File: config.mk
export PLATFORM = sky130hd
export DESIGN_NAME = imusd_square_stage
export DESIGN_NICKNAME = d
export VERILOG_FILES = /design/src/rtl/core/imusd_pkg.sv /design/src/rtl/core/imusd_square_stage.sv
export SDC_FILE = /design/constraint.sdc
export NUM_CORES = 2
export LEC_CHECK = 0
export ABC_CLOCK_PERIOD_IN_PS = 10700
export BUFFER_PORTS_ARGS = -buffer_cell sky130_fd_sc_hd__buf_2
export CAP_MARGIN = 15
export CORE_UTILIZATION = 32
export CTS_BUF_LIST = sky130_fd_sc_hd__clkbuf_4 sky130_fd_sc_hd__clkbuf_8
export CTS_CLUSTER_SIZE = 40
export DETAILED_ROUTE_END_ITERATION = 8
export SLEW_MARGIN = 15
export SYNTH_ARGS = -nofsm -noshare
export SYNTH_HDL_FRONTEND = slang
export SYNTH_SLANG_ARGS = --single-unit
File: constraint.sdc
create_clock -name clock -period 10.7 [get_ports clock]
set_input_delay 0.535 -clock clock [delete_from_list [all_inputs] [get_ports clock]]
set_output_delay 0.535 -clock clock [all_outputs]
set_load 0.005 [all_outputs]
File: src/rtl/core/imusd_pkg.sv
// imusd_pkg: shared types and constants for the imu stillness detector
// used by every module under rtl/core, no dependencies of its own
package imusd_pkg;

   localparam int AxisW   = 16;              // raw sensor axis and bias width
   localparam int TimeW   = 63;              // sample timestamp width
   localparam int SqW     = 32;              // one squared axis term
   localparam int MagW    = 34;              // sum of three squares and bounds
   localparam int HoldUsW = 26;              // hold_ms * 1000 fits here
   localparam int CsrIdxW = 3;
   localparam int ReqDataW = 160;            // 6*16 + 63, padded to bytes
   localparam int RspDataW = 8;

   // configuration register indexes
   typedef enum logic [CsrIdxW-1:0] {
      RegOneG    = 3'd0,
      RegAccTol  = 3'd1,
      RegGyroLim = 3'd2,
      RegHold    = 3'd3,
      RegBiasX   = 3'd4,
      RegBiasY   = 3'd5,
      RegBiasZ   = 3'd6
   } csr_reg_type;

   // gyro bias per axis, signed counts
   typedef struct packed {
      logic [AxisW-1:0] x;
      logic [AxisW-1:0] y;
      logic [AxisW-1:0] z;
   } bias_type;

   // squared thresholds derived from the configuration
   typedef struct packed {
      logic [MagW-1:0]    upper_sq;
      logic               lower_on;   // one g minus tolerance is not negative
      logic [MagW-1:0]    lower_sq;
      logic [MagW-1:0]    glim_sq;
      logic [HoldUsW-1:0] hold_us;
   } bounds_type;

   // squared terms of one sample, held between the two stages
   typedef struct packed {
      logic [SqW-1:0]   asq_x;
      logic [SqW-1:0]   asq_y;
      logic [SqW-1:0]   asq_z;
      logic [SqW-1:0]   gsq_x;
      logic [SqW-1:0]   gsq_y;
      logic [SqW-1:0]   gsq_z;
      logic [TimeW-1:0] time_us;
      logic             sample_ok;
   } sq_stage_type;

endpackage

File: src/rtl/core/imusd_square_stage.sv
// imusd_square_stage: first pipeline stage, squares of accel and bias-corrected gyro
// depends on imusd_pkg
module imusd_square_stage
   import imusd_pkg::*;
(
   input  logic                clock,
   input  logic                reset,
   input  logic                advance,
   input  logic                in_valid,
   input  logic [ReqDataW-1:0] in_data,
   input  logic                in_ok,
   input  bias_type            bias,
   output logic                valid,
   output sq_stage_type        sq
);

   logic                valid_ff, valid_in;
   sq_stage_type        sq_ff, sq_in;
   logic signed [15:0]  ax, ay, az;
   logic signed [16:0]  gx, gy, gz;
   logic signed [31:0]  apx, apy, apz;
   logic signed [33:0]  gpx, gpy, gpz;

   // signed squares, each one multiplier deep
   always_comb begin
      ax  = signed'(in_data[15:0]);
      ay  = signed'(in_data[31:16]);
      az  = signed'(in_data[47:32]);
      gx  = signed'({in_data[63], in_data[63:48]}) - signed'({bias.x[15], bias.x});
      gy  = signed'({in_data[79], in_data[79:64]}) - signed'({bias.y[15], bias.y});
      gz  = signed'({in_data[95], in_data[95:80]}) - signed'({bias.z[15], bias.z});
      apx = ax * ax;
      apy = ay * ay;
      apz = az * az;
      gpx = gx * gx;
      gpy = gy * gy;
      gpz = gz * gz;
      sq_in.asq_x     = unsigned'(apx);
      sq_in.asq_y     = unsigned'(apy);
      sq_in.asq_z     = unsigned'(apz);
      sq_in.gsq_x     = gpx[31:0];
      sq_in.gsq_y     = gpy[31:0];
      sq_in.gsq_z     = gpz[31:0];
      sq_in.time_us   = in_data[158:96];
      sq_in.sample_ok = in_ok;
   end

   assign valid_in = advance ? in_valid : valid_ff;

   always_ff @(posedge clock) begin
      if (reset) begin
         valid_ff <= 1'b0;
      end else begin
         valid_ff <= valid_in;
      end
   end

   always_ff @(posedge clock) begin
      if (advance) begin
         sq_ff <= sq_in;
      end
   end

   assign valid = valid_ff;
   assign sq    = sq_ff;

endmodule

==> impl_metrics.tcl <==
set metrics [dict create \
    grt_pass1_wl_mm 250 \
    wl_per_cell_um 15.7 \
    clock.fmax_mhz 111 \
    endpoint_kind "flop" \
    report.final.slew_viol_count 0 \
    clk_latency_ns 0.76 \
    ios 470 \
    async_flop_share_pct 0 \
    multi_input_comb_area_sq_um 48400 \
    min_period_over_period_pct 84.1 \
    startpoint_type "input port" \
    cts_buffers 53 \
    cts_max_path_buffers 3 \
    hpwlAfterDp_mm 128 \
    syn_to_final_growth_pct 11.5 \
    setup_tns_ns 0 \
    grt_max_degree 128 \
    synthesis.area_sq_um 63700 \
    rows 163 \
    cp_data_arrival_time_ns 9.51 \
    core_region_area_sq_um 197000 \
    yosys.area.top_type_share_pct 47.1 \
    hold_violations 0 \
    clock-sinks 251 \
    port_buffers 462 \
    status "completed" \
    rsz0062_at_grt "false" \
    yosysTopAreaCell "fa_1" \
    synthCells 6405 \
    postSynthAreaPerCell_sq_um 9.94 \
    skew_ns 0 \
    path_class "input port to flop" \
    finalWorstSetupSlack_ns 1.71 \
    crit_required_ns 11.21 \
    preCtsSetupSlack_ns 0.912 \
    firstDrtPassIters 5 \
    grt_overflow 0 \
    vias 43300 \
    grt_pass1_vias 48300 \
    netlist_top_cells_area "fa_1, edfxtp_1, inv_1, ha_1, nand2_1" \
    synth_ff_type "edfxtp_1" \
    die_h_um 448 \
    setup_viol 0 \
    yosysSeqAreaShare_pct 11.8 \
    routed_wl_mm 151 \
    maxCapViolations 0 \
    worstMarginPinSlew_ns 0.942 \
    slew_headroom_pct 36.5 \
    globalRouteTotalUtil_pct 15.7 \
    crit_path_top_delay_cell "fa_1" \
    hold_path_class "input port to flop" \
    layout-drive-gt1-share_pct 9.71 \
    crit_fanout 14 \
    route.detailed.drc 0 \
    place.gp.congestion 0.874 \
    crit_top_cell "fa_1" \
    period_minus_slack_ns 8.99 \
    die_w_um 448 \
    synth.distinct_cells 92 \
    nFillCells 20100 \
    yosys_warnings 0 \
    path_clk_slew_ns 0.06 \
    final_net_count 9166 \
    antenna_found_initial 13 \
    viasPerCell 4.50 \
    drtIter0Drc 1907 \
    htree_levels 2 \
    final_antenna_net_count 0 \
    seq_area_sq_um 7530 \
    cts_tree "yes" \
    cts_root_buffer "clkbuf_8" \
    layout_common_cells "inv_1, fa_1, ha_1" \
    initial_core_util_pct 32.2 \
    cpPeakStageDelay_ns 0.65 \
    ys_seq_elements 251 \
    final_common_cell "inv_1" \
    hold_ws_ns 0.104 \
    dieArea_sq_um 201000 \
    synth_edf_count 250 \
]
==> layout make-up <==
type	count	area share [%]
multi-input combinational	4090	68.1
sequential	251	10.6
inverter	1936	10.2
timing repair buffer	589	4.86
tap	2640	4.65
clock buffer	61	1.12
clock inverter	34	0.402
antenna	8	0.0282
==> critical path, delay by kind of cell <==
family | cells | cell delay (ns)
XOR/XNOR | 1 | 0.10
adder cells (fa/ha/maj) | 9 | 4.09
buffers and inverters | 5 | 0.82
AO/OA/AOI/OAI | 14 | 3.34
AND/OR/NAND/NOR | 4 | 0.60
==> cell families after synthesis <==
group           share of synthesized area [%]
flops                                    11.8
simple gates                             8.83
compound gates                           5.41
fa+ha+maj                                57.6
mux                                    0.0845
other cells                           0.00589
xor+xnor                                 3.99
buf+inv                                  12.3
==> worst paths after layout <==
kind | startpoint | to | slack (ns) | cells past startpoint
min | in_data[157] | sq[62]$_DFFE_PP_ | 0.10 | 1
max reg2reg | valid$_SDFFE_PP0P_ | valid$_SDFFE_PP0P_ | 9.56 | 3
min reg2reg | valid$_SDFFE_PP0P_ | valid$_SDFFE_PP0P_ | 1.05 | 3
max | in_data[80] | sq[95]$_DFFE_PP_ | 1.71 | 33
==> through the flow <==
step                      util [%]  instances  instance area, sq um
after floorplan                  -       6410                 63700
after global routing          36.0       9608                 71000
after CTS                     36.0       9601                 71000
after global placement        35.1       9442                 69300
after detailed placement      35.1       9442                 69300
final                         36.0       9609                 71000
==> metal layers <==
layer / GRT usage (%) / wire [um] / vias to the layer above
met2: 28.0 / 77400 / 984
met5: 0 / 48 / -
met3: 2.12 / 7380 / 201
li1: - / - / 19900
met4: 4.04 / 3630 / 8
met1: 19.8 / 62200 / 22200
==> sequential cells by signal (all words and copies together) (netlist names) <==
register,count
valid,1
sq,250
==> synth_stat cells (76+ instances only) <==
library cell and n:
inv_1 1913, fa_1 1497, ha_1 535, nand2_1 490
nor2_1 400, edfxtp_1 250, xnor2_1 205, and2_1 158
a21oi_1 146, clkbuf_1 115, a21o_1 90, xor2_1 76
==> timing repair <==
action / 4_1_cts / 5_1_grt
gates resized for setup: 0 / 0
hold buffers: 64 / 0
endpoints found under the hold margin: 63 / 0
buffers inserted: 0 / 0
Power is left out: the tool's default activity adds up to more than one toggle a clock period on the data nets, which glitch-free logic cannot reach.
