===== src/rtl/core/imusd_pkg.sv =====
// imusd_pkg: shared types and constants for the imu stillness detector
// used by every module under rtl/core, no dependencies of its own
package imusd_pkg;

   localparam int AxisW   = 16;              // raw sensor axis and bias width
   localparam int TimeW   = 63;              // sample timestamp width
   localparam int SqW     = 32;              // one squared axis term
   localparam int MagW    = 34;              // sum of three squares and bounds
   localparam int HoldUsW = 26;              // hold_ms * 1000 fits here
   localparam int CsrIdxW = 3;
   localparam int ReqDataW = 160;            // 6*16 + 63, padded to bytes
   localparam int RspDataW = 8;

   // configuration register indexes
   typedef enum logic [CsrIdxW-1:0] {
      RegOneG    = 3'd0,
      RegAccTol  = 3'd1,
      RegGyroLim = 3'd2,
      RegHold    = 3'd3,
      RegBiasX   = 3'd4,
      RegBiasY   = 3'd5,
      RegBiasZ   = 3'd6
   } csr_reg_type;

   // gyro bias per axis, signed counts
   typedef struct packed {
      logic [AxisW-1:0] x;
      logic [AxisW-1:0] y;
      logic [AxisW-1:0] z;
   } bias_type;

   // squared thresholds derived from the configuration
   typedef struct packed {
      logic [MagW-1:0]    upper_sq;
      logic               lower_on;   // one g minus tolerance is not negative
      logic [MagW-1:0]    lower_sq;
      logic [MagW-1:0]    glim_sq;
      logic [HoldUsW-1:0] hold_us;
   } bounds_type;

   // squared terms of one sample, held between the two stages
   typedef struct packed {
      logic [SqW-1:0]   asq_x;
      logic [SqW-1:0]   asq_y;
      logic [SqW-1:0]   asq_z;
      logic [SqW-1:0]   gsq_x;
      logic [SqW-1:0]   gsq_y;
      logic [SqW-1:0]   gsq_z;
      logic [TimeW-1:0] time_us;
      logic             sample_ok;
   } sq_stage_type;

endpackage


===== src/rtl/core/imusd_csr.sv =====
// imusd_csr: configuration registers and the squared bounds derived from them
// depends on imusd_pkg
module imusd_csr
   import imusd_pkg::*;
(
   input  logic                 clock,
   input  logic                 reset,
   input  logic                 csr_valid,
   output logic                 csr_ready,
   input  logic [CsrIdxW-1:0]   csr_index,
   input  logic [AxisW-1:0]     csr_wdata,
   output bias_type             bias,
   output bounds_type           bounds
);

   logic [14:0]      one_g_ff, one_g_in;
   logic [15:0]      acc_tol_ff, acc_tol_in;
   logic [15:0]      gyro_lim_ff, gyro_lim_in;
   logic [15:0]      hold_ms_ff, hold_ms_in;
   bias_type         bias_ff, bias_in;
   bounds_type       bounds_ff, bounds_in;
   logic [16:0]      upper;
   logic [15:0]      lower_diff;

   assign csr_ready = 1'b1;

   // register write decode
   always_comb begin
      one_g_in    = one_g_ff;
      acc_tol_in  = acc_tol_ff;
      gyro_lim_in = gyro_lim_ff;
      hold_ms_in  = hold_ms_ff;
      bias_in     = bias_ff;
      if (csr_valid) begin
         case (csr_reg_type'(csr_index))
            RegOneG:    one_g_in    = csr_wdata[14:0];
            RegAccTol:  acc_tol_in  = csr_wdata;
            RegGyroLim: gyro_lim_in = csr_wdata;
            RegHold:    hold_ms_in  = csr_wdata;
            RegBiasX:   bias_in.x   = csr_wdata;
            RegBiasY:   bias_in.y   = csr_wdata;
            RegBiasZ:   bias_in.z   = csr_wdata;
            default:    ;
         endcase
      end
   end

   always_ff @(posedge clock) begin
      if (reset) begin
         one_g_ff    <= 15'd4096;
         acc_tol_ff  <= 16'd410;
         gyro_lim_ff <= 16'd66;
         hold_ms_ff  <= 16'd1000;
         bias_ff     <= '0;
      end else begin
         one_g_ff    <= one_g_in;
         acc_tol_ff  <= acc_tol_in;
         gyro_lim_ff <= gyro_lim_in;
         hold_ms_ff  <= hold_ms_in;
         bias_ff     <= bias_in;
      end
   end

   // squared bounds, one multiplier each, registered
   always_comb begin
      upper              = {2'b00, one_g_ff} + {1'b0, acc_tol_ff};
      lower_diff         = {1'b0, one_g_ff} - acc_tol_ff;
      bounds_in.upper_sq = MagW'(upper * upper);
      bounds_in.lower_on = ({1'b0, one_g_ff} >= acc_tol_ff);
      bounds_in.lower_sq = MagW'(lower_diff[14:0] * lower_diff[14:0]);
      bounds_in.glim_sq  = MagW'(gyro_lim_ff * gyro_lim_ff);
      bounds_in.hold_us  = HoldUsW'(hold_ms_ff * 10'd1000);
   end

   always_ff @(posedge clock) begin
      bounds_ff <= bounds_in;
   end

   assign bias   = bias_ff;
   assign bounds = bounds_ff;

endmodule


===== config.mk =====
export PLATFORM = sky130hd
export DESIGN_NAME = imusd_csr
export DESIGN_NICKNAME = d
export VERILOG_FILES = /design/src/rtl/core/imusd_pkg.sv /design/src/rtl/core/imusd_csr.sv
export SDC_FILE = /design/constraint.sdc
export NUM_CORES = 2
export LEC_CHECK = 0
export ABC_AREA = 1
export CAP_MARGIN = 20
export CORE_MARGIN = 10
export CORE_UTILIZATION = 51
export CTS_CLUSTER_DIAMETER = 150
export DETAILED_ROUTE_END_ITERATION = 12
export DONT_BUFFER_PORTS = 1
export PLACE_DENSITY_LB_ADDON = 0.3
export SYNTH_ARGS = -nofsm -noshare
export SYNTH_HDL_FRONTEND = slang
export SYNTH_SLANG_ARGS = --single-unit
export TNS_END_PERCENT = 100

===== constraint.sdc =====
create_clock -name clock -period 11.84 [get_ports clock]
set_input_delay 2.368 -clock clock [delete_from_list [all_inputs] [get_ports clock]]
set_output_delay 2.368 -clock clock [all_outputs]
set_load 0.05 [all_outputs]

==> impl_metrics.tcl <==
set metrics [dict create \
    dieArea_um2 75000 \
    ant_nets 0 \
    syn_area_per_cell_um2 8.17 \
    post-dp-hpwl_mm 65.5 \
    cp.required_ns 12.34 \
    final_cell_mix "996 x inv_1, 618 x nand2_1, 549 x fa_1" \
    post_cts_buffers 0 \
    drcViolationCount 0 \
    synth_edf_count 0 \
    ios 200 \
    ys_ff_latch 227 \
    ys_warn_count 0 \
    fin_skew_ns 0.0279 \
    status "finished clean" \
    clock-sinks 227 \
    drt_pass1_iterations 6 \
    layout-drive-gt1-share_pct 2.93 \
    final_common_cell "inv_1" \
    viasPerCell 5.11 \
    initial_utilization_pct 51.8 \
    io_buffers 0 \
    grt_max_degree 112 \
    cts_made_buffers 29 \
    antenna_found_initial 1 \
    grt_first_pass_wirelength_mm 133 \
    yosys.area.top_type "fa_1" \
    track_usage_pct 21.7 \
    rsz0062_at_grt "no" \
    synth_cells 4024 \
    grt_pass1_vias 26200 \
    drtIter0Drc 1491 \
    synth_top_cells_by_area "fa_1 33%, ha_1 14%, dfxtp_1 14%, inv_1 11%, nand2_1 7.1%" \
    relSlewSlack_pct 34.3 \
    worstSetupPathType "reg -> reg" \
    post_drt_wl_per_cell_um 16.4 \
    seq_area_frac_synth_pct 13.8 \
    tightest_slew_ns 0.981 \
    yosysTopAreaCellShare_pct 33.4 \
    cts_tree "yes" \
    yosysUniqueCellTypes 49 \
    worstHoldPathType "reg -> reg" \
    finalSetupViolCount 0 \
    final_max_slew_viol_count 0 \
    arrival_ns 8.17 \
    dieWidth_um 274 \
    drt_wl_total_mm 79.6 \
    clock_path_buffers 3 \
    crit_path_max_fanout 12 \
    crit_slowest_cell "fa_1" \
    grt-ovfl-total 0 \
    post-route-period-util_pct 64.8 \
    fin_nets 4917 \
    critPathLaunchType "flop" \
    antenna_cells 0 \
    cp_slowest_stage_delay_ns 0.52 \
    crit_top_cell "inv_1" \
    clkTransAtPathRegs_ns 0.06 \
    via_count 24800 \
    clock_latency_ns 0.61 \
    crit_path_end_kind "flop" \
    hold_slack_ns 0.474 \
    clock.fmax_mhz 130 \
    die_height_um 274 \
    synth-main-ff-cell "dfxtp_1" \
    synth_area_um2 32900 \
    row_count 92 \
    async_flop_share_pct 0 \
    min_period_ns 7.67 \
    gp_congestion 0.919 \
    cts-root-buf "clkbuf_16" \
    cts.htree.levels 1 \
    area_growth_pct 5.08 \
    core_area_um2 63400 \
    finalSetupTns_ns 0 \
    cts-hold-fix-buffers 0 \
    hold_viol 0 \
    post_cts_resized 0 \
    maxCapViolations 0 \
]
## sequential cells by signal, summed over array words and instances (netlist names)
name and cells:
bounds 116, hold_ms_ff 16, gyro_lim_ff 16, one_g_ff 15, bias 48, acc_tol_ff 16
## metal layers
metal	global-route usage, %	vias up	routed length (um)
li1	-	11900	-
met1	27.5	12100	33400
met2	38.0	665	39300
met3	3.83	112	5320
met4	4.81	0	1560
met5	0	-	0
## final timing paths
path / from / to / slack [ns] / cells past startpoint
hold reg to reg: hold_ms_ff[1] / bounds[4] / 0.47 / 0
setup reg to reg: acc_tol_ff[11] / bounds[116] / 4.17 / 28
setup / recovery: acc_tol_ff[11] / bounds[116] / 4.17 / 28
hold / removal: hold_ms_ff[1] / bounds[4] / 0.47 / 0
## through the flow
step	util (%)	setup WS, ns	std cells	cell area, um^2
2_1_floorplan	-	5.44	4035	32900
3_3_place_gp	52.9	4.30	4790	33500
3_5_place_dp	52.9	4.28	4790	33500
4_1_cts	54.4	4.22	4843	34500
5_1_grt	54.4	3.65	4843	34500
6_report	54.4	4.17	4843	34500
## logic make-up (layout without fill, tap and decap cells)
family                   after synthesis  count (layout)  share of synthesized area [%]
AND/OR/NAND/NOR                     1227            1227                           15.1
other                                  2              13                         0.0229
flip-flops                           227             227                           13.8
adder cells (fa/ha/maj)              920             920                           47.6
XOR/XNOR                             133             133                           3.78
buffers and inverters               1120            1082                           13.2
AO/OA/AOI/OAI                        395             395                           6.54
## worst max-delay path, delay by kind of cell, from the launching register on
family / cells / cell delay, ns
xor+xnor: 1 / 0.24
fa+ha+maj: 8 / 3.62
simple gates: 7 / 1.56
flops: 1 / 0.33
compound gates: 4 / 0.80
buf+inv: 8 / 1.01
## synth_stat cells, types with 4 or more instances
master	instances
o21bai_1	16
fa_1	549
nand2_1	618
buf_2	9
inv_2	15
a21oi_1	167
xnor2_1	34
nor2_4	7
nand4_1	23
o21ai_0	168
nor3_1	35
nor2_1	429
xor2_1	90
a21oi_2	4
o211ai_1	8
a31oi_1	4
ha_1	371
dfxtp_1	227
and3_1	4
buf_6	6
inv_1	997
xor2_2	8
o21a_1	9
nand3_1	88
a21o_1	9
clkbuf_1	71
nand2_2	9
buf_4	18
## area by class of cell
| class | instances | area (um^2) |
|---|---|---|
| Inverter | 1016 | 3820 |
| Tap cell | 846 | 1060 |
| Clock inverter | 17 | 225 |
| Timing Repair Buffer | 13 | 97.6 |
| Clock buffer | 36 | 762 |
| Fill cell | 5944 | 28900 |
| Multi-Input combinational cell | 2688 | 24000 |
| Sequential cell | 227 | 4540 |
Power is left out: the tool's default activity adds up to more than one toggle a clock period on the data nets, which glitch-free logic cannot reach.
