`src/rtl/core/imusd_pkg.sv`:
```
// imusd_pkg: shared types and constants for the imu stillness detector
// used by every module under rtl/core, no dependencies of its own
package imusd_pkg;

   localparam int AxisW   = 16;              // raw sensor axis and bias width
   localparam int TimeW   = 63;              // sample timestamp width
   localparam int SqW     = 32;              // one squared axis term
   localparam int MagW    = 34;              // sum of three squares and bounds
   localparam int HoldUsW = 26;              // hold_ms * 1000 fits here
   localparam int CsrIdxW = 3;
   localparam int ReqDataW = 160;            // 6*16 + 63, padded to bytes
   localparam int RspDataW = 8;

   // configuration register indexes
   typedef enum logic [CsrIdxW-1:0] {
      RegOneG    = 3'd0,
      RegAccTol  = 3'd1,
      RegGyroLim = 3'd2,
      RegHold    = 3'd3,
      RegBiasX   = 3'd4,
      RegBiasY   = 3'd5,
      RegBiasZ   = 3'd6
   } csr_reg_type;

   // gyro bias per axis, signed counts
   typedef struct packed {
      logic [AxisW-1:0] x;
      logic [AxisW-1:0] y;
      logic [AxisW-1:0] z;
   } bias_type;

   // squared thresholds derived from the configuration
   typedef struct packed {
      logic [MagW-1:0]    upper_sq;
      logic               lower_on;   // one g minus tolerance is not negative
      logic [MagW-1:0]    lower_sq;
      logic [MagW-1:0]    glim_sq;
      logic [HoldUsW-1:0] hold_us;
   } bounds_type;

   // squared terms of one sample, held between the two stages
   typedef struct packed {
      logic [SqW-1:0]   asq_x;
      logic [SqW-1:0]   asq_y;
      logic [SqW-1:0]   asq_z;
      logic [SqW-1:0]   gsq_x;
      logic [SqW-1:0]   gsq_y;
      logic [SqW-1:0]   gsq_z;
      logic [TimeW-1:0] time_us;
      logic             sample_ok;
   } sq_stage_type;

endpackage

```
`src/rtl/core/imusd_decide_stage.sv`:
```
// imusd_decide_stage: threshold tests, still-run tracking and the result register
// depends on imusd_pkg
module imusd_decide_stage
   import imusd_pkg::*;
(
   input  logic          clock,
   input  logic          reset,
   input  logic          advance,
   input  logic          in_valid,
   input  sq_stage_type  sq,
   input  bounds_type    bounds,
   output logic          out_valid,
   output logic          stationary,
   output logic          still_now
);

   logic              out_valid_ff, out_valid_in;
   logic              stationary_ff, stationary_in;
   logic              still_now_ff, still_now_in;
   logic              run_active_ff, run_active_in;
   logic [TimeW-1:0]  run_start_ff, run_start_in;
   logic [MagW-1:0]   amag, gmag;
   logic              acc_ok, gyro_ok, still;
   logic [TimeW-1:0]  start_eff, elapsed;
   logic              take;

   // magnitude tests against squared bounds
   always_comb begin
      amag = MagW'(sq.asq_x) + MagW'(sq.asq_y) + MagW'(sq.asq_z);
      gmag = MagW'(sq.gsq_x) + MagW'(sq.gsq_y) + MagW'(sq.gsq_z);
      acc_ok  = (amag < bounds.upper_sq) && (!bounds.lower_on || (amag > bounds.lower_sq));
      gyro_ok = (gmag < bounds.glim_sq);
      still   = sq.sample_ok && acc_ok && gyro_ok;
   end

   // elapsed time of the run, a new run starts at this sample
   always_comb begin
      start_eff = run_active_ff ? run_start_ff : sq.time_us;
      elapsed   = (sq.time_us >= start_eff) ? (sq.time_us - start_eff) : '0;
   end

   assign take = advance && in_valid;

   // run state, a failed read leaves it alone
   always_comb begin
      run_active_in = run_active_ff;
      run_start_in  = run_start_ff;
      if (take && sq.sample_ok) begin
         run_active_in = still;
         run_start_in  = still ? start_eff : '0;
      end
   end

   // result register
   always_comb begin
      out_valid_in  = advance ? in_valid : out_valid_ff;
      stationary_in = stationary_ff;
      still_now_in  = still_now_ff;
      if (advance) begin
         stationary_in = still && (elapsed >= TimeW'(bounds.hold_us));
         still_now_in  = still;
      end
   end

   always_ff @(posedge clock) begin
      if (reset) begin
         out_valid_ff  <= 1'b0;
         run_active_ff <= 1'b0;
         run_start_ff  <= '0;
      end else begin
         out_valid_ff  <= out_valid_in;
         run_active_ff <= run_active_in;
         run_start_ff  <= run_start_in;
      end
   end

   always_ff @(posedge clock) begin
      stationary_ff <= stationary_in;
      still_now_ff  <= still_now_in;
   end

   assign out_valid  = out_valid_ff;
   assign stationary = stationary_ff;
   assign still_now  = still_now_ff;

   // stationary is only ever reported on a still sample
   assert property (@(posedge clock) disable iff (reset)
      out_valid_ff |-> (still_now_ff || !stationary_ff))
      else $error("stationary reported without still sample");

   // a failed read never touches the run state
   assert property (@(posedge clock) disable iff (reset)
      (take && !sq.sample_ok) |=> ($stable(run_active_ff) && $stable(run_start_ff)))
      else $error("failed read changed run state");

   // while the result waits, run state holds
   assert property (@(posedge clock) disable iff (reset)
      !advance |=> ($stable(run_active_ff) && $stable(stationary_ff)))
      else $error("state moved during output stall");

   // every still sample leaves the run active, also when none was active before
   assert property (@(posedge clock) disable iff (reset)
      (take && still) |=> run_active_ff)
      else $error("still sample did not leave a run active");

endmodule

```
`config.mk`:
```
export PLATFORM = sky130hd
export DESIGN_NAME = imusd_decide_stage
export DESIGN_NICKNAME = d
export VERILOG_FILES = /design/src/rtl/core/imusd_pkg.sv /design/src/rtl/core/imusd_decide_stage.sv
export SDC_FILE = /design/constraint.sdc
export NUM_CORES = 1
export LEC_CHECK = 0
export BUFFER_PORTS_ARGS = -buffer_cell sky130_fd_sc_hd__buf_2
export CAP_MARGIN = 10
export CORE_MARGIN = 1.5
export CORE_UTILIZATION = 50
export CTS_CLUSTER_SIZE = 24
export DETAILED_ROUTE_END_ITERATION = 8
export MAX_ROUTING_LAYER = met4
export PLACE_DENSITY = 0.8
export SYNTH_ARGS = -nofsm -noshare
export SYNTH_HDL_FRONTEND = slang
export SYNTH_SLANG_ARGS = --single-unit
```
`constraint.sdc`:
```
create_clock -name clock -period 7.5 [get_ports clock]
set_input_delay 1.5 -clock clock [delete_from_list [all_inputs] [get_ports clock]]
set_output_delay 1.5 -clock clock [all_outputs]
set_load 0.1 [all_outputs]
```
==> results of run 1 <==
cell families after synthesis:
logic type | count (synthesis) | share of synthesized area
mux | 71 | 0.0488
flops | 67 | 0.0934
fa+ha+maj | 318 | 0.307
xor+xnor | 99 | 0.0595
simple gates | 566 | 0.191
buf+inv | 224 | 0.0618
compound gates | 550 | 0.238
how the worst min path moves through the flow:
| stage | startpoint | end | slack (ns) | depth (start not counted) |
|---|---|---|---|---|
| after global placement | run_start_ff[28] | run_start_ff[28] | 0.43 | 2 |
| after detailed placement | run_start_ff[26] | run_start_ff[26] | 0.44 | 2 |
| after CTS | run_start_ff[26] | run_start_ff[26] | 0.45 | 2 |
| after global routing | run_start_ff[20] | run_start_ff[20] | 0.47 | 2 |
| after floorplan | run_start_ff[10] | run_start_ff[10] | 0.42 | 2 |
| final | run_start_ff[22] | run_start_ff[22] | 0.45 | 2 |
what timing repair did:
item	4_1_cts	5_1_grt
gates resized for setup	0	9
buffers inserted	0	1
setup endpoints to repair	0	66
worst register-to-register path, cell delays in order (launching register included):
cell and delay (ns):
sky130_fd_sc_hd__dfxtp_4 0.60, sky130_fd_sc_hd__buf_4 0.49, sky130_fd_sc_hd__mux2i_1 0.34, sky130_fd_sc_hd__ha_1 0.28, sky130_fd_sc_hd__buf_4 0.17, sky130_fd_sc_hd__a21oi_1 0.28, sky130_fd_sc_hd__o21a_1 0.24, sky130_fd_sc_hd__o21ai_1 0.08
sky130_fd_sc_hd__a211oi_1 0.38, sky130_fd_sc_hd__nand2_1 0.16, sky130_fd_sc_hd__a31oi_2 0.30, sky130_fd_sc_hd__buf_4 0.30, sky130_fd_sc_hd__nor2_1 0.10, sky130_fd_sc_hd__ha_1 0.31, sky130_fd_sc_hd__a21oi_1 0.19, sky130_fd_sc_hd__nor2b_1 0.06
sky130_fd_sc_hd__o21ai_0 0.14, sky130_fd_sc_hd__nand2_1 0.08, sky130_fd_sc_hd__a221o_1 0.35, sky130_fd_sc_hd__a221oi_1 0.28, sky130_fd_sc_hd__o221ai_1 0.27, sky130_fd_sc_hd__buf_4 0.21, sky130_fd_sc_hd__a211oi_1 0.17, sky130_fd_sc_hd__nor2_1 0.07
sky130_fd_sc_hd__o311a_1 0.35
synth_stat cells, types with 28 or more instances:
| cell type | instances | area (µm²) |
|---|---|---|
| sky130_fd_sc_hd__a21o_1 | 63 | 473 |
| sky130_fd_sc_hd__a21oi_1 | 151 | 756 |
| sky130_fd_sc_hd__clkbuf_1 | 28 | 105 |
| sky130_fd_sc_hd__dfxtp_1 | 65 | 1300 |
| sky130_fd_sc_hd__fa_1 | 67 | 1340 |
| sky130_fd_sc_hd__ha_1 | 251 | 3140 |
| sky130_fd_sc_hd__inv_1 | 162 | 608 |
| sky130_fd_sc_hd__mux2i_1 | 70 | 701 |
| sky130_fd_sc_hd__nand2_1 | 177 | 664 |
| sky130_fd_sc_hd__nand2b_1 | 31 | 194 |
| sky130_fd_sc_hd__nand3_1 | 41 | 205 |
| sky130_fd_sc_hd__nand4_1 | 56 | 350 |
| sky130_fd_sc_hd__nor2_1 | 127 | 477 |
| sky130_fd_sc_hd__nor3_1 | 34 | 170 |
| sky130_fd_sc_hd__o21a_1 | 35 | 263 |
| sky130_fd_sc_hd__o21ai_0 | 140 | 701 |
| sky130_fd_sc_hd__xnor2_1 | 62 | 543 |
| sky130_fd_sc_hd__xor2_1 | 37 | 324 |
cell type report:
| type | instances | area (µm²) |
|---|---|---|
| Antenna cell | 13 | 32.5 |
| Clock inverter | 1 | 5.00 |
| Tap cell | 384 | 480 |
| Fill cell | 2642 | 11000 |
| Inverter | 162 | 608 |
| Sequential cell | 67 | 1370 |
| Clock buffer | 13 | 292 |
| Timing Repair Buffer | 470 | 2570 |
| Multi-Input combinational cell | 1604 | 12400 |
where the power goes:
part | internal (mW) | switching, mW
registers | 0.368 | 0.00759
clock network | 0.267 | 0.163
logic | 0.946 | 1.17
total | 1.58 | 1.34
state kept, by name (all words and copies together) (netlist names):
signal	flops
run_start_ff	63
out_valid	1
run_active_ff	1
stationary	1
still_now	1
routing by layer:
metal,vias to the layer above,global-route usage,part of all wire
met5,-,-,0
met4,0,0.0941,0.027
met3,78,0.0393,0.051
met2,540,0.587,0.50
met1,7260,0.370,0.42
li1,7666,-,-
==> summary.md, run 1 <==
| Metric | Value |
|---|---|
| Tmin final | `7.04 ns` |
| F_max | `142 MHz` |
| Hold_ws | `0.448 ns` |
| Required time of the critical path | `7.76 ns` |
| Detailed-route via count | `15,500` |
| Most common cell on crit path | `sky130_fd_sc_hd__o21ai_0` |
| Net count of the finished layout | `3,021` |
| Worst flop-to-flop path endpoint | `stationary` |
| Largest stage delay, worst path | `0.48 ns` |
| Syn_nets | `2,602` |
| Highest-delay cell along the critical path | `sky130_fd_sc_hd__fa_1` |
| Crit Path Max Fanout | `32` |
| Via count of the first global-routing pass | `15,700` |
| Global-route wire length before repair | `76,800 µm` |
| Clock-pin transition on the worst setup and hold timing paths | `0.05 ns` |
| # port buffers | `391` |
| Placed cell count | `2,686` |
| Setup crit start kind | `primary input` |
| Die Outline Area | `30,200 µm²` |
| Origin of the critical flop-to-flop path | `run_active_ff` |
| Number of enable-type register cells in the synthesized netlist | `2` |
| Final weighted congestion in routability-driven placement | `0.995` |
| RSZ-0062 raised after global routing | `no` |
| Die span in x | `174 µm` |
| Most frequent standard cell in the layout excluding fill and tap cells | `sky130_fd_sc_hd__buf_2` |
| Largest voltage drop on the vdd net | `0.103 mV` |
| CTS root buf | `sky130_fd_sc_hd__clkbuf_16` |
| Maximum number of pins on one net before global-route repair | `65` |
| Clk Latency, worst-skew pair | `0.35 ns` |
| Post-cts hold buffer count | `0` |
| Total congestion overflow | `0` |
| Total Power Consumption | `2.92 mW` |
| Post-synthesis instance area | `14,600 µm²` |
| Area Overhead vs Synth | `21.6%` |
| Maximum root-to-sink buffer count | `2` |
| Share of cells above drive strength 1 | `0.228` |
| Power per Cell Area | `165 nW/µm²` |
| Async set-or-reset flop fraction in the synthesized netlist | `0` |
| Clock buffer count from CTS | `9` |
| Synth Warn # | `0` |
| Setup slack after layout | `0.465 ns` |
| WS Path Type | `in -> reg` |
| Rows | `62` |
| Initial cell density of the core | `0.508` |
| First drt pass iteration count | `5` |
| Total number of clock tree sinks | `67` |
| Lkg Pwr | `8.69 nW` |
| I/O Pins | `392` |
| Critical path startpoint | `sq[163]` |
| Global Route Usage Sum | `0.323` |
| DRT Wirelength | `48,300 µm` |
| Gate Count Post-Synth | `1,895` |
| Flops & latches, synth | `67` |
| Reg-to-reg setup timing slack | `1.04 ns` |
| Last element of the critical path | `run_start_ff[15]` |
| Fin crit share | `0.938` |
| Final core utilization | `0.617` |
| Worst reg-to-reg path cell count | `24` |
| Finished Layout Cells | `2,714` |
| H-tree lvl count | `3` |
| Worst min path class | `reg -> reg` |
| Fin area | `17,700 µm²` |
| Transition at the pin with the smallest max-transition slack | `0.731 ns` |
| Final Max Tran Viols | `0` |
| Placed cell areas | `17,400 µm²` |
| Type of destination of the critical path | `flop` |
| Clock tree from TritonCTS | `yes` |
| Initial antenna violation count | `13` |
| Sequential-to-total area share from yosys stat | `0.0934` |
| Average wire per standard cell | `17.8 µm` |
| DRT iter0 DRCs | `918` |
| Worst-case setup slack after placement | `-0.222 ns` |
| Area of the core region | `28,700 µm²` |
| Distinct cell type count after synthesis | `83` |
| Kind of cell adding the most delay to the critical path | `compound AO/OA/AOI/OAI gates` |
| Number of hold violations in the final report | `0` |
| Setup-violating endpoint count in the final report | `0` |
| Vert. Die Dim | `174 µm` |
| Vias per inst | `5.73` |
| Setup_tns | `0 ns` |
| Worst Path Arrival | `7.30 ns` |
| Buffers and inverters on the worst path | `3` |
| Relative slew slack | `0.507` |
| Mean Syn Cell Area | `7.69 µm²` |
| Number of nets with antenna violations after routing | `0` |
| Commonest cells after routing, fill and taps aside | `sky130_fd_sc_hd__buf_2 (391), sky130_fd_sc_hd__ha_1 (251), sky130_fd_sc_hd__nand2_1 (176), sky130_fd_sc_hd__inv_1 (162), sky130_fd_sc_hd__a21oi_1 (151)` |
| Clock tree skew after final layout | `0.00961 ns` |
| Outcome | `completed` |
| Top_reg_cell synth | `sky130_fd_sc_hd__dfxtp_1` |
| Sum of net half-perimeters after detailed placement | `42,500 µm` |
| Count of maximum capacitance violations | `0` |
| Number of design rule violations left after detail routing | `0` |
| Cell depth of the worst setup path | `28` |
Note: power is estimated with default switching activity, not from simulation.
==> run 2, diff against run 1 <==
--- a/config.mk
+++ b/config.mk
@@ -8,11 +8,11 @@
 export BUFFER_PORTS_ARGS = -buffer_cell sky130_fd_sc_hd__buf_2
 export CAP_MARGIN = 10
 export CORE_MARGIN = 1.5
-export CORE_UTILIZATION = 50
+export CORE_UTILIZATION = 35
+export CTS_BUF_LIST = sky130_fd_sc_hd__clkbuf_8
 export CTS_CLUSTER_SIZE = 24
 export DETAILED_ROUTE_END_ITERATION = 8
 export MAX_ROUTING_LAYER = met4
-export PLACE_DENSITY = 0.8
 export SYNTH_ARGS = -nofsm -noshare
 export SYNTH_HDL_FRONTEND = slang
 export SYNTH_SLANG_ARGS = --single-unit
==> summary.md, run 2 (synthesis gave the netlist of run 1 again) <==
| Metric | Value |
|---|---|
| Outcome | `completed` |
| Total congestion overflow | `0` |
| Post-cts hold buffer count | `0` |
| Type of destination of the critical path | `flop` |
| H-tree lvl count | `3` |
| Die span in x | `207 µm` |
| Relative slew slack | `0.477` |
| Hold Path End | `run_start_ff[22]` |
| Worst min path class | `reg -> reg` |
| Number of design rule violations left after detail routing | `0` |
| Crit Path Max Fanout | `32` |
| Clock tree skew after final layout | `0.00894 ns` |
| Clock-pin transition on the worst setup and hold timing paths | `0.08 ns` |
| Final Max Tran Viols | `0` |
| Detailed-route via count | `15,200` |
| Power per Cell Area | `157 nW/µm²` |
| # port buffers | `391` |
| Initial cell density of the core | `0.356` |
| Maximum root-to-sink buffer count | `2` |
| Worst flop-to-flop path endpoint | `stationary` |
| Worst Path Arrival | `7.25 ns` |
| Fin crit share | `0.932` |
| Sum of net half-perimeters after detailed placement | `43,800 µm` |
| I/O Pins | `392` |
| Placed cell count | `2,834` |
| Rows | `74` |
| WS Path Type | `in -> reg` |
| Finished Layout Cells | `2,868` |
| Total number of clock tree sinks | `67` |
| Hold_ws | `0.452 ns` |
| Largest Register | `run_start_ff` |
| Global Route Usage Sum | `0.233` |
| Worst reg-to-reg path cell count | `24` |
| F_max | `143 MHz` |
| DRT Wirelength | `49,400 µm` |
| Hold Path Cell Cnt | `2` |
| Launch point of the worst hold path | `run_start_ff[22]` |
| Tmin final | `6.99 ns` |
| Largest register FFs | `63` |
| Average wire per standard cell | `17.2 µm` |
| Share of cells above drive strength 1 | `0.230` |
| DRT iter0 DRCs | `682` |
| Commonest cells after routing, fill and taps aside | `sky130_fd_sc_hd__buf_2 (391), sky130_fd_sc_hd__ha_1 (251), sky130_fd_sc_hd__nand2_1 (177), sky130_fd_sc_hd__inv_1 (162), sky130_fd_sc_hd__a21oi_1 (150)` |
| Clk Latency, worst-skew pair | `0.38 ns` |
| Setup-violating endpoint count in the final report | `0` |
| Area Overhead vs Synth | `22.4%` |
| Count of maximum capacitance violations | `0` |
| Clock tree from TritonCTS | `yes` |
| Number of hold violations in the final report | `0` |
| Final weighted congestion in routability-driven placement | `0.966` |
| Vert. Die Dim | `207 µm` |
| Origin of the critical flop-to-flop path | `run_active_ff` |
| Net count of the finished layout | `3,024` |
| Clock buffer count from CTS | `9` |
| Vias per inst | `5.31` |
| Setup crit start kind | `primary input` |
| CTS root buf | `sky130_fd_sc_hd__clkbuf_8` |
| Die Outline Area | `42,900 µm²` |
| Number of nets with antenna violations after routing | `0` |
| RSZ-0062 raised after global routing | `no` |
| Lkg Pwr | `8.65 nW` |
| Required time of the critical path | `7.76 ns` |
| Worst-case setup slack after placement | `-0.390 ns` |
| Area of the core region | `40,900 µm²` |
| Transition at the pin with the smallest max-transition slack | `0.779 ns` |
| Most frequent standard cell in the layout excluding fill and tap cells | `sky130_fd_sc_hd__buf_2` |
| Largest voltage drop on the vdd net | `0.0676 mV` |
| Via count of the first global-routing pass | `15,400` |
| Maximum number of pins on one net before global-route repair | `65` |
| Reg-to-reg setup timing slack | `1.05 ns` |
| Setup slack after layout | `0.507 ns` |
| Global-route wire length before repair | `79,200 µm` |
| First drt pass iteration count | `5` |
| Initial antenna violation count | `14` |
run 2: how the worst max path moves through the flow:
stage                     slack, ns  startpoint               end
after global routing           0.02     sq[161]   run_start_ff[2]
after floorplan                0.41      sq[11]        stationary
after CTS                      0.19     sq[161]  run_start_ff[12]
final                          0.51     sq[162]  run_start_ff[12]
after detailed placement      -0.39     sq[161]  run_start_ff[12]
after global placement        -0.16      sq[65]   run_start_ff[1]
run 2: report_power, final:
part           total (mW)  switching [mW]  leakage (nW)  internal [mW]
Clock               0.302           0.163        0.0924          0.139
Sequential          0.374         0.00714         0.545          0.367
Combinational        2.13            1.17          8.01          0.957
run 2: critical path, cell delays in order:
cell                        delay, ns
sky130_fd_sc_hd__buf_2           0.12
sky130_fd_sc_hd__fa_1            0.50
sky130_fd_sc_hd__ha_1            0.33
sky130_fd_sc_hd__a211oi_1        0.32
sky130_fd_sc_hd__o21ai_0         0.19
sky130_fd_sc_hd__a31o_2          0.28
sky130_fd_sc_hd__a221o_1         0.34
sky130_fd_sc_hd__nand2b_1        0.19
sky130_fd_sc_hd__a21boi_0        0.14
sky130_fd_sc_hd__o21ai_0         0.23
sky130_fd_sc_hd__nand2b_1        0.08
sky130_fd_sc_hd__a21oi_1         0.19
sky130_fd_sc_hd__xnor2_1         0.18
sky130_fd_sc_hd__ha_1            0.28
sky130_fd_sc_hd__a21o_1          0.16
sky130_fd_sc_hd__a21o_1          0.22
sky130_fd_sc_hd__a2111oi_1       0.52
sky130_fd_sc_hd__buf_4           0.20
sky130_fd_sc_hd__a21oi_1         0.05
sky130_fd_sc_hd__a2111oi_0       0.37
sky130_fd_sc_hd__buf_4           0.18
sky130_fd_sc_hd__nor4_2          0.04
sky130_fd_sc_hd__buf_4           0.14
sky130_fd_sc_hd__nand2_1         0.15
sky130_fd_sc_hd__buf_12          0.21
sky130_fd_sc_hd__o21ai_0         0.10
run 2: through the flow:
step                utilization  TNS (ns)  area [µm²]  total power [mW]
global placement          0.429     -9.21       17600              2.45
finish                    0.436         0       17800              2.81
CTS                       0.434         0       17700              2.80
detailed placement        0.429    -21.66       17600              2.48
global route              0.436         0       17800              3.12
floorplan                     -         0       14600              1.84
run 2: area by class of cell:
type                       count  area (µm²)
fill                        4229       23100
multi-input combinational   1604       12400
timing repair buffer         473        2610
sequential                    67        1370
tap                          532         666
inverter                     162         608
clock buffer                  11         151
clock inverter                 5        35.0
antenna                       14        35.0
run 2: repair_timing:
| item | CTS | global route |
|---|---|---|
| pin swaps | 0 | 3 |
| gates resized for setup | 1 | 9 |
| endpoints found under the setup margin | 2 | 66 |
| buffers inserted | 0 | 4 |
run 2: metal layers:
metal / up-vias / part of all wire / wire, µm / track usage
li1: 7694 / - / - / -
met1: 7060 / 0.45 / 22300 / 0.291
met2: 415 / 0.47 / 23400 / 0.389
met3: 58 / 0.054 / 2680 / 0.0394
met4: 0 / 0.019 / 954 / 0.0570
met5: - / 0 / 0 / -
==> run 3, diff against run 2 <==
--- a/config.mk
+++ b/config.mk
@@ -5,7 +5,7 @@
 export SDC_FILE = /design/constraint.sdc
 export NUM_CORES = 1
 export LEC_CHECK = 0
-export BUFFER_PORTS_ARGS = -buffer_cell sky130_fd_sc_hd__buf_2
+export BUFFER_PORTS_ARGS = -buffer_cell sky130_fd_sc_hd__buf_4
 export CAP_MARGIN = 10
 export CORE_MARGIN = 1.5
 export CORE_UTILIZATION = 35
==> summary.md, run 3 (synthesis gave the netlist of run 1 again) <==
| Metric | Value |
|---|---|
| Final core utilization | `0.455` |
| Crit Path Max Fanout | `4` |
| Final Max Tran Viols | `0` |
| Required time of the critical path | `7.62 ns` |
| Finished Layout Cells | `2,836` |
| DRT Wirelength | `49,800 µm` |
| Global-route wire length before repair | `79,100 µm` |
| Rows | `74` |
| Clock-pin transition on the worst setup and hold timing paths | `0.09 ns` |
| Average wire per standard cell | `17.6 µm` |
| Number of design rule violations left after detail routing | `0` |
| Share of cells above drive strength 1 | `0.222` |
| Outcome | `completed` |
| Transition at the pin with the smallest max-transition slack | `0.805 ns` |
| Net count of the finished layout | `3,002` |
| Worst Path Arrival | `7.21 ns` |
| Global Route Usage Sum | `0.233` |
| I/O Pins | `392` |
| Largest voltage drop on the vdd net | `0.0702 mV` |
| Largest Register | `run_start_ff` |
| Worst min path class | `reg -> reg` |
| Number of nets with antenna violations after routing | `0` |
| Maximum number of pins on one net before global-route repair | `65` |
| Clk Latency, worst-skew pair | `0.38 ns` |
| Count of maximum capacitance violations | `0` |
| Fin crit share | `0.945` |
| Clock tree skew after final layout | `0.00829 ns` |
| Via count of the first global-routing pass | `15,400` |
| Sum of net half-perimeters after detailed placement | `43,900 µm` |
| Largest register FFs | `63` |
| DRT iter0 DRCs | `654` |
| Maximum root-to-sink buffer count | `2` |
| WS Path Type | `in -> reg` |
| Final weighted congestion in routability-driven placement | `0.940` |
| Tmin final | `7.09 ns` |
| Die Outline Area | `42,900 µm²` |
| Commonest cells after routing, fill and taps aside | `sky130_fd_sc_hd__buf_4 (448), sky130_fd_sc_hd__ha_1 (251), sky130_fd_sc_hd__nand2_1 (176), sky130_fd_sc_hd__inv_1 (162), sky130_fd_sc_hd__a21oi_1 (151)` |
| Total congestion overflow | `0` |
| Relative slew slack | `0.458` |
| Setup_tns | `0 ns` |
| Hold Path Cell Cnt | `2` |
| Placed cell count | `2,815` |
| # port buffers | `391` |
| First drt pass iteration count | `5` |
| Die span in x | `207 µm` |
| Most frequent standard cell in the layout excluding fill and tap cells | `sky130_fd_sc_hd__buf_4` |
| Clock tree from TritonCTS | `yes` |
| H-tree lvl count | `3` |
| Post-cts hold buffer count | `0` |
| Setup crit start kind | `primary input` |
| Total number of clock tree sinks | `67` |
| Type of destination of the critical path | `flop` |
| F_max | `141 MHz` |
| Number of hold violations in the final report | `0` |
| Area of the core region | `40,900 µm²` |
| CTS root buf | `sky130_fd_sc_hd__clkbuf_8` |
| Lkg Pwr | `8.87 nW` |
| Initial antenna violation count | `4` |
| Vert. Die Dim | `207 µm` |
| Power per Cell Area | `152 nW/µm²` |
| Initial cell density of the core | `0.356` |
| Vias per inst | `5.29` |
| Detailed-route via count | `15,000` |
| Clock buffer count from CTS | `9` |
| Setup-violating endpoint count in the final report | `0` |
| Worst reg-to-reg path cell count | `23` |
| Area Overhead vs Synth | `27.7%` |
[run 3: area by class of cell]
| class | count | area (µm²) |
|---|---|---|
| clock inverters | 6 | 41.3 |
| flip-flops and latches | 67 | 1370 |
| fillers | 4143 | 22300 |
| well taps | 532 | 666 |
| multi-input cells | 1604 | 12400 |
| inverters | 162 | 608 |
| clock buffers | 10 | 138 |
| repair buffers | 451 | 3420 |
| diodes | 4 | 10.0 |
[run 3: metrics by stage]
step	hold slack, ns	instance area, µm²	worst slack [ns]	power (mW)
after global routing	0.469	18600	-0.0341	3.13
after CTS	0.456	18600	0.0312	2.83
after global placement	0.433	18400	-0.146	2.48
after floorplan	0.425	14600	0.411	1.84
after detailed placement	0.442	18400	-0.405	2.52
final	0.451	18600	0.414	2.83
[run 3: path summary, 6_finish.rpt]
path,startpoint,end,slack (ns)
max,sq[162],stationary,0.41
min,run_start_ff[24],run_start_ff[24],0.45
max reg2reg,run_active_ff,stationary,0.97
min reg2reg,run_start_ff[24],run_start_ff[24],0.45
[run 3: where the power goes]
| part | leakage (nW) | switching (mW) | total [mW] | internal, mW |
|---|---|---|---|---|
| Combinational | 8.24 | 1.16 | 2.16 | 0.995 |
| Sequential | 0.545 | 0.00718 | 0.374 | 0.367 |
| Clock | 0.0843 | 0.167 | 0.296 | 0.128 |
[run 3: what timing repair did]
action | 4_1_cts | 5_1_grt
setup endpoints to repair | 20 | 66
cloned | 0 | 0
pin swaps | 0 | 2
gates resized for setup | 1 | 10
buffers inserted | 0 | 1
[run 3: per-layer routing]
layer,GRT usage,vias up,share of wire,wire (µm)
met5,-,-,0,0
met4,0.0565,0,0.022,1080
li1,-,7614,-,-
met2,0.389,402,0.47,23600
met3,0.0429,52,0.054,2710
met1,0.289,6932,0.45,22400
[run 3: critical path, cell delays in order]
cell	delay (ns)
sky130_fd_sc_hd__buf_4	0.12
sky130_fd_sc_hd__fa_1	0.50
sky130_fd_sc_hd__ha_1	0.33
sky130_fd_sc_hd__a211oi_1	0.30
sky130_fd_sc_hd__o21ai_0	0.16
sky130_fd_sc_hd__a31o_2	0.27
sky130_fd_sc_hd__a221o_1	0.37
sky130_fd_sc_hd__nand2b_1	0.19
sky130_fd_sc_hd__a21boi_0	0.14
sky130_fd_sc_hd__o21ai_0	0.24
sky130_fd_sc_hd__nand2b_1	0.08
sky130_fd_sc_hd__a21oi_1	0.19
sky130_fd_sc_hd__xnor2_1	0.19
sky130_fd_sc_hd__ha_1	0.29
sky130_fd_sc_hd__a21o_1	0.16
sky130_fd_sc_hd__a21o_1	0.20
sky130_fd_sc_hd__a2111oi_1	0.56
sky130_fd_sc_hd__buf_4	0.20
sky130_fd_sc_hd__a21oi_1	0.05
sky130_fd_sc_hd__a2111oi_0	0.51
sky130_fd_sc_hd__buf_4	0.20
sky130_fd_sc_hd__nor4_2	0.04
sky130_fd_sc_hd__buf_4	0.15
sky130_fd_sc_hd__buf_4	0.15
sky130_fd_sc_hd__o311a_1	0.13
